$ cat config.mk
export PLATFORM = sky130hd
export DESIGN_NAME = mxl_field_unit
export DESIGN_NICKNAME = d
export VERILOG_FILES = /design/src/design/mxl_pkg.sv /design/src/design/mxl_field_unit.sv
export SDC_FILE = /design/constraint.sdc
export NUM_CORES = 2
export LEC_CHECK = 0
export BUFFER_PORTS_ARGS = -buffer_cell sky130_fd_sc_hd__buf_4
export CAP_MARGIN = 20
export CORE_MARGIN = 4
export CORE_UTILIZATION = 35
export CTS_CLUSTER_DIAMETER = 200
export DETAILED_ROUTE_END_ITERATION = 10
export GPL_TIMING_DRIVEN = 0
export HOLD_SLACK_MARGIN = 0.15
export PLACE_DENSITY_LB_ADDON = 0.05
export SYNTH_ARGS = -nofsm -noshare
export SYNTH_HDL_FRONTEND = slang
export SYNTH_SLANG_ARGS = --single-unit
$ cat constraint.sdc
create_clock -name clock -period 27.1 [get_ports clock]
set_input_delay 5.42 -clock clock [delete_from_list [all_inputs] [get_ports clock]]
set_output_delay 5.42 -clock clock [all_outputs]
set_load 0.005 [all_outputs]
$ cat src/design/mxl_pkg.sv
// ----------------------------------------------------------------------------
// mxl_pkg
// Shared types and codes for the Montgomery XZ ladder multiplier.
// ----------------------------------------------------------------------------
`default_nettype none
package mxl_pkg;
   localparam int unsigned WordBits = 64;

   // field unit operation codes
   typedef enum logic [1:0] {
      OP_ADD = 2'd0,
      OP_SUB = 2'd1,
      OP_MUL = 2'd2,
      OP_RED = 2'd3
   } op_type;

   // configuration register indexes
   localparam logic CSR_MODULUS = 1'b0;
   localparam logic CSR_A24     = 1'b1;
endpackage
`default_nettype wire

$ cat src/design/mxl_field_unit.sv
// ----------------------------------------------------------------------------
// mxl_field_unit
// Shared modular unit: add and subtract straight from idle, multiply by
// double-and-add one bit per cycle, reduce by restoring shift-subtract.
// ----------------------------------------------------------------------------
`default_nettype none
module mxl_field_unit #(
   parameter int unsigned FIELD_BITS = 63
) (
   input  wire logic                  clock,
   input  wire logic                  reset,
   input  wire logic                  start,
   input  wire mxl_pkg::op_type       op,
   input  wire logic [FIELD_BITS-1:0] prime,
   input  wire logic [FIELD_BITS-1:0] opa,
   input  wire logic [FIELD_BITS-1:0] opb,
   output logic                       done,
   output logic [FIELD_BITS-1:0]      result
);
   import mxl_pkg::*;

   localparam int unsigned CntBits = $clog2(FIELD_BITS + 1);

   typedef enum logic [1:0] {S_IDLE, S_MUL, S_RED} state_type;

   state_type             state_ff, state_in;
   logic [FIELD_BITS-1:0] acc_ff, acc_in;
   logic [FIELD_BITS-1:0] a_ff, a_in;
   logic [FIELD_BITS-1:0] b_ff, b_in;
   logic [CntBits-1:0]    cnt_ff, cnt_in;
   logic                  done_ff, done_in;

   logic [FIELD_BITS:0]   dbl;
   logic [FIELD_BITS-1:0] dbl_r;
   logic [FIELD_BITS:0]   rsh;

   // one modular add of operands x and y (both below prime)
   function automatic logic [FIELD_BITS-1:0] madd(input logic [FIELD_BITS-1:0] x,
                                                  input logic [FIELD_BITS-1:0] y,
                                                  input logic [FIELD_BITS-1:0] p);
      logic [FIELD_BITS:0] s;
      s = {1'b0, x} + {1'b0, y};
      if (s >= {1'b0, p}) begin
         s = s - {1'b0, p};
      end
      return s[FIELD_BITS-1:0];
   endfunction

   always_comb begin
      dbl   = {acc_ff, 1'b0};
      dbl_r = (dbl >= {1'b0, prime}) ? FIELD_BITS'(dbl - {1'b0, prime})
                                     : dbl[FIELD_BITS-1:0];
      rsh   = {acc_ff, b_ff[FIELD_BITS-1]};
      state_in = state_ff;
      acc_in   = acc_ff;
      a_in     = a_ff;
      b_in     = b_ff;
      cnt_in   = cnt_ff;
      done_in  = 1'b0;
      unique case (state_ff)
         S_IDLE: begin
            if (start) begin
               unique case (op)
                  OP_ADD: begin
                     acc_in  = madd(opa, opb, prime);
                     done_in = 1'b1;
                  end
                  OP_SUB: begin
                     acc_in  = (opa >= opb) ? FIELD_BITS'(opa - opb)
                                            : FIELD_BITS'(opa + (prime - opb));
                     done_in = 1'b1;
                  end
                  OP_MUL: begin
                     acc_in   = '0;
                     a_in     = opa;
                     b_in     = opb;
                     cnt_in   = CntBits'(FIELD_BITS);
                     state_in = S_MUL;
                  end
                  default: begin
                     acc_in   = '0;
                     b_in     = opa;
                     cnt_in   = CntBits'(FIELD_BITS);
                     state_in = S_RED;
                  end
               endcase
            end
         end
         // double the partial product, add a when the next bit of b is set
         S_MUL: begin
            if (b_ff[FIELD_BITS-1]) begin
               acc_in = madd(dbl_r, a_ff, prime);
            end else begin
               acc_in = dbl_r;
            end
            b_in   = {b_ff[FIELD_BITS-2:0], 1'b0};
            cnt_in = cnt_ff - 1'b1;
            if (cnt_ff == CntBits'(1)) begin
               state_in = S_IDLE;
               done_in  = 1'b1;
            end
         end
         // restoring remainder: shift in one bit, subtract when it fits
         S_RED: begin
            acc_in = (rsh >= {1'b0, prime}) ? FIELD_BITS'(rsh - {1'b0, prime})
                                            : rsh[FIELD_BITS-1:0];
            b_in   = {b_ff[FIELD_BITS-2:0], 1'b0};
            cnt_in = cnt_ff - 1'b1;
            if (cnt_ff == CntBits'(1)) begin
               state_in = S_IDLE;
               done_in  = 1'b1;
            end
         end
         default: state_in = S_IDLE;
      endcase
   end

   always_ff @(posedge clock) begin
      if (reset) begin
         state_ff <= S_IDLE;
         done_ff  <= 1'b0;
      end else begin
         state_ff <= state_in;
         done_ff  <= done_in;
      end
      acc_ff <= acc_in;
      a_ff   <= a_in;
      b_ff   <= b_in;
      cnt_ff <= cnt_in;
   end

   assign done   = done_ff;
   assign result = acc_ff;

`ifndef NO_ASSERTIONS
   a_done_idle: assert property (@(posedge clock) disable iff (reset)
      done_ff |-> state_ff == S_IDLE) else $error("done outside idle");
   a_cnt_live: assert property (@(posedge clock) disable iff (reset)
      (state_ff != S_IDLE) |-> cnt_ff != '0) else $error("counter ran out");
   a_result_reduced: assert property (@(posedge clock) disable iff (reset)
      done_ff |-> acc_ff < prime) else $error("result not reduced");
`endif
endmodule
`default_nettype wire

======== Word level (Yosys, flattened, before mapping) ========
Cells that the tools add are included.
W data, S select, Z words.
word-level totals
  latch bits .............................. 0
  bits in registers ....................... 198
  ROM bits ................................ 0
  input port bits ......................... 194
  logic and storage cells ................. 62
  output and inout bits ................... 64
  memories kept ........................... 0
  memory bits (writable) .................. 0
cells by class
  div/mod/pow operators ................... 0
  shift-type cells ........................ 0
  bitwise operators ....................... 0
  add/subtract/negate cells ............... 10
  equality and inequality tests ........... 8
  reduce and logical (&&, ||, !) cells .... 10
  muxes and demuxes ....................... 23
  magnitude comparators ................... 5
  $mul .................................... 0
operator list
  operator               count
  $mux W63               8
  $pmux W63 S2           3
  $sub A63 B63 Y63       6
  $ge A64 B63 Y1         4
  $pmux W63 S3           1
  $add A63 B63 Y64       2
  $add A63 B63 Y63       1
  $ge A63 B63 Y1         1
  $mux W6                2
  $pmux W6 S2            1
  $reduce_and A3 Y1      3
  $pmux W2 S2            2
  $eq A6 B1 Y1 const B   1
  $sub A6 B1 Y6 const B  1
  $eq A2 B1 Y1 const B   2
  $eq A2 B2 Y1 const B   2
  $logic_not A2 Y1       2
  $mux W2                2
  $ne A2 B2 Y1 const B   2
  $reduce_or A2 Y1       2
  $mux W1                3
  $reduce_bool A3 Y1     1
  $ne A2 B1 Y1 const B   1
  $pmux W1 S2            1
  2 further kinds        2

======== Longest topological paths before layout ========
  word-level depth ........................ 7
  depth in mapped cells ................... 42
  mapped depth without buffers ............ 36

======== Worst setup path before layout ========
OpenSTA, ideal clock, no wires.
  path type ............................... input port to flip-flop
  from .................................... input port prime[27]
  to ...................................... register acc_ff[42] (netlist: result[42]) (data pin)
  setup slack ............................. 14.140 ns
  setup time .............................. 0.269 ns
  cell stages on the path ................. 37
  buffers on the path ..................... 5
  data arrival time ....................... 12.691 ns
  required time ........................... 26.831 ns
  cell sequence ........................... inv_1 -> ha_1 -> clkbuf_1 -> a21oi_1 -> o21ai_0 -> a21oi_1 -> o21ai_1 -> a21o_1 -> a221o_1 -> a21oi_2 -> buf_2 -> buf_2 -> mux2i_1 -> inv_1 -> fa_1 -> nand2b_1 -> a21oi_1 -> o21ai_0 -> a21o_1 -> o31ai_4 -> a21oi_1 -> o21ai_0 -> a31oi_1 -> xnor2_1 -> ha_1 -> clkbuf_1 -> nand2_1 -> nor2_1 -> nand3_1 -> or4_1 -> a21oi_1 -> a21o_1 -> or2_1 -> buf_4 -> mux2_1 -> a222oi_1 -> a21oi_1
on the way
  cells in the longest elaborated chain, start to end .. 7
  elaborated cells on any way between the ends .. 20
  classes of those cells .................. add/sub: 7; order compare: 4; mux: 9
RTL lines
  what                                                       line                                        text
  start: declaration                                         mxl_field_unit.sv:14                        input wire logic [FIELD_BITS-1:0] prime,
  $sub A63 B63 Y63 / $ge A64 B63 Y1 (equally long branches)  mxl_field_unit.sv:51                        dbl_r = (dbl >= {1'b0, prime}) ? FIELD_BITS'(dbl - {1'b0, prime})
  $mux W63                                                   mxl_field_unit.sv:51
  $add A63 B63 Y64                                           mxl_field_unit.sv:42                        s = {1'b0, x} + {1'b0, y};
  $sub A63 B63 Y63 / $ge A64 B63 Y1 (equally long branches)  mxl_field_unit.sv:44, mxl_field_unit.sv:43
  $mux W63                                                   mxl_field_unit.sv:43                        if (s >= {1'b0, p}) begin
  $mux W63                                                   mxl_field_unit.sv:91                        if (b_ff[FIELD_BITS-1]) begin
  $pmux W63 S3 *                                             mxl_field_unit.sv:60                        unique case (state_ff)
  named net acc_in[42]                                       mxl_field_unit.sv:27                        logic [FIELD_BITS-1:0] acc_ff, acc_in;
  end signal: assignment                                     mxl_field_unit.sv:126                       acc_ff <= acc_in;
  end: declaration                                           mxl_field_unit.sv:27
Mark *: on every way through the listed nets, which the timed path passes. The rest lies on a longest branch. The select of a mux whose other input is x is not followed.
A chain may end at the register's enable or synchronous reset.

======== Final worst setup path ========
  from .................................... input port prime[7]
  to ...................................... register acc_ff[32] (netlist: result[32]) (data pin)
The elaborated chain is that of the path after synthesis.

==> impl_metrics.env <==
export IMPL_status="complete, no violations"
export IMPL_cellInternalPower_mw=2.42
export IMPL_pwr_share_comb_pct=88.2
export IMPL_cp_common_cell="a21oi_1"
export IMPL_startpoint_type="primary input"
export IMPL_design_area_um2=47500
export IMPL_gp_congestion=1.04
export IMPL_antenna_found_initial=9
export IMPL_slew_violations=0
export IMPL_fp_row_count=127
export IMPL_layout_setup_ws_ps=8280
export IMPL_die_area_um2=127000
export IMPL_cts_made_buffers=17
export IMPL_hold_buffers=0
export IMPL_die_h_um=357
export IMPL_vias=49100
export IMPL_synth_top_cell_area_share_pct=13.8
export IMPL_yosysSeqAreaShare_pct=13.9
export IMPL_critical_path_class="primary input to flop"
export IMPL_crit_path_end_kind="flop"
export IMPL_p_switching_mw=4.16
export IMPL_power_density_nw_per_um2=138
export IMPL_fillCellCount=13100
export IMPL_ant_nets=0
export IMPL_period_needed_ps=18820
export IMPL_final_setup_viol_count=0
export IMPL_tightest_slew_ps=1310
export IMPL_coreArea_um2=120000
export IMPL_io_pins=258
export IMPL_use_met3_pct=5.72
export IMPL_synth_compound_area_share_pct=32.8
export IMPL_synth_xor_area_share_pct=9.63
export IMPL_grt_pass1_vias=46000
export IMPL_syn_nets=6790
export IMPL_drive_gt1_share_pct=7.42
export IMPL_synth_simple_area_share_pct=19.1
export IMPL_period_share_pct=69.5
export IMPL_crit_slowest_cell="clkbuf_1"
export IMPL_viasPerCell=6.11
export IMPL_use_met2_pct=56.8
export IMPL_hpwlAfterDp_um=216000
export IMPL_cp_max_fo=10
export IMPL_synth_top_family_by_area="compound AO/OA/AOI/OAI gates"
export IMPL_leakagePower_nw=19.8
export IMPL_total_power_mw=6.58
export IMPL_cts_sinks=198
export IMPL_p_sw_share_pct=63.2
export IMPL_yosys_area_top_type="edfxtp_1"
export IMPL_crit_arrival_ps=19240
export IMPL_grt_setup_unrepaired="no"
export IMPL_crit_required_ps=27520
export IMPL_slew_limit_headroom_pct=11.9
export IMPL_place_ws_ps=8280
export IMPL_initial_utilization_pct=35.4
export IMPL_fin_setup_tns_ps=0
export IMPL_crit_family="compound AO/OA/AOI/OAI gates"
export IMPL_grt_max_degree=49
export IMPL_cts_tree="done"
export IMPL_busiest_layer="met2"
export IMPL_regArea_um2=5920
export IMPL_synthAdderAreaFrac_pct=16.4
export IMPL_drt_initial_drc_count=6155
export IMPL_drc=0
export IMPL_syn_area_per_cell_um2=7.01
export IMPL_dr_pass1_iters=6
export IMPL_ctsResizeCount=0
export IMPL_multi_input_area_um2=33600
export IMPL_io_buffers=256
export IMPL_die_w_um=357
export IMPL_hp_class="flop to flop"
export IMPL_use_met1_pct=52.5
export IMPL_synth_area_um2=42600
export IMPL_slowest_delay_ps=790
export IMPL_clk_latency_ps=570
export IMPL_dominantRegCellSynth="edfxtp_1"
export IMPL_postSynthCellCount=6079
export IMPL_synth_seq_cells=198
export IMPL_overflow=0
export IMPL_cap_violations=0
export IMPL_cts_max_level=4
export IMPL_grt_pass1_wl_um=342000
export IMPL_irDropWorstVdd_uv=72.8
export IMPL_clk_path_buf_depth=2
export IMPL_fmax_ghz=0.0531
export IMPL_final_cell_mix="779 x a21oi_1, 679 x nand2_1, 519 x o21ai_0, 494 x nor2_1, 469 x inv_1"
export IMPL_cts_root_buf="clkbuf_16"
export IMPL_synth_mux_area_share_pct=0.802
export IMPL_synth_edf_count=195
export IMPL_placed_cell_area_um2=46900
export IMPL_nNetsFinal=7101
export IMPL_clk_pin_slew_worst_paths_ps=100
export IMPL_final_hold_viol_count=0
export IMPL_wl_per_cell_um=31.1
export IMPL_cp_num_buf_inv=7
export IMPL_seq_power_share_pct=7.5
export IMPL_area_growth_pct=11.6
export IMPL_clock_skew_final_ps=27.4
export IMPL_cts_setup_buffers=0
export IMPL_synth_cell_types=105
export IMPL_grtUsageTotal_pct=37.7
export IMPL_postSynth_asyncResetShare_pct=0
export IMPL_synthTopCellsByArea="edfxtp_1 14%, ha_1 13%, a21oi_1 9.2%, xnor2_1 6.5%, o21ai_0 6.1%"
export IMPL_postRouteWirelength_um=249000
export IMPL_yosysWarnings=0
export IMPL_final_common_cell="a21oi_1"
export IMPL_pwr_share_clk_pct=4.3
[metal layers]
metal | part of all wire [%] | wire length (um)
met5 | 0.0048 | 12
met4 | 5.8 | 14500
met2 | 42 | 105000
met3 | 8.4 | 20900
met1 | 44 | 109000
[power groups by stage]
| stage | logic, mW | registers [mW] | clock network, mW |
|---|---|---|---|
| after floorplan | 3.72 | 0.463 | 0 |
| after global placement | 5.59 | 0.504 | 0 |
| after detailed placement | 5.56 | 0.496 | 0 |
| after CTS | 5.59 | 0.489 | 0.287 |
| after global routing | 6.17 | 0.496 | 0.295 |
| final | 5.80 | 0.494 | 0.283 |
[sequential cells by signal, summed over array words and instances (netlist names)]
signal    cells
result       63
cnt_ff        6
state_ff      2
done          1
b_ff         63
a_ff         63
[kinds of logic after synthesis]
| group | count (synthesis) |
|---|---|
| xor+xnor | 468 |
| simple gates | 1801 |
| buf+inv | 805 |
| flops | 198 |
| mux | 33 |
| compound gates | 2257 |
| fa+ha+maj | 517 |
[metrics by stage]
stage	std cells	util, %	hold WS, ps
floorplan	6079	-	500
global placement	7947	38.7	504
CTS	8012	39.5	526
finish	8022	39.5	516
detailed placement	7980	39.0	518
global route	8015	39.5	550
[worst min-delay path: stages, from the launching register on]
cell and delay, ps:
edfxtp_1 320, nand2_1 40, o21ai_0 60
[worst paths after layout]
path / start / endpoint / slack [ps] / cells past startpoint
hold reg to reg: b_ff[51] / b_ff[52] / 520 / 2
setup / recovery: prime[7] / result[32] / 8280 / 36
setup reg to reg: result[0] / result[32] / 13080 / 35
hold / removal: b_ff[51] / b_ff[52] / 520 / 2
[Yosys cell counts, types with 17 or more instances]
| library cell | instances |
|---|---|
| a21oi_1 | 779 |
| nand2_1 | 679 |
| o21ai_0 | 522 |
| nor2_1 | 495 |
| inv_1 | 469 |
| ha_1 | 448 |
| xnor2_1 | 316 |
| clkbuf_1 | 246 |
| edfxtp_1 | 195 |
| a21o_1 | 161 |
| xor2_1 | 152 |
| nand4_1 | 123 |
| nand3_1 | 110 |
| nor3_1 | 106 |
| o21bai_1 | 97 |
| o211ai_1 | 90 |
| a31oi_1 | 78 |
| fa_1 | 69 |
| o21a_1 | 61 |
| nor2b_1 | 60 |
| buf_2 | 56 |
| o31ai_1 | 51 |
| nand2b_1 | 48 |
| a211oi_1 | 47 |
| nor4_1 | 44 |
| o21ai_1 | 44 |
| a221oi_1 | 39 |
| and3_1 | 33 |
| a21boi_0 | 27 |
| or3_1 | 26 |
| mux2i_1 | 24 |
| and2_1 | 22 |
| o22ai_1 | 19 |
| a31o_2 | 18 |
| o221ai_1 | 17 |
[area by class of cell]
type / instances / area share (%)
sequential: 198 / 12.4
multi-input combinational: 5076 / 70.6
timing repair buffer: 292 / 4.87
buffer: 328 / 2.83
tap: 1612 / 4.24
clock buffer: 20 / 0.940
antenna: 7 / 0.0369
clock inverter: 12 / 0.242
inverter: 477 / 3.77
(Power assumes the default switching activity.)
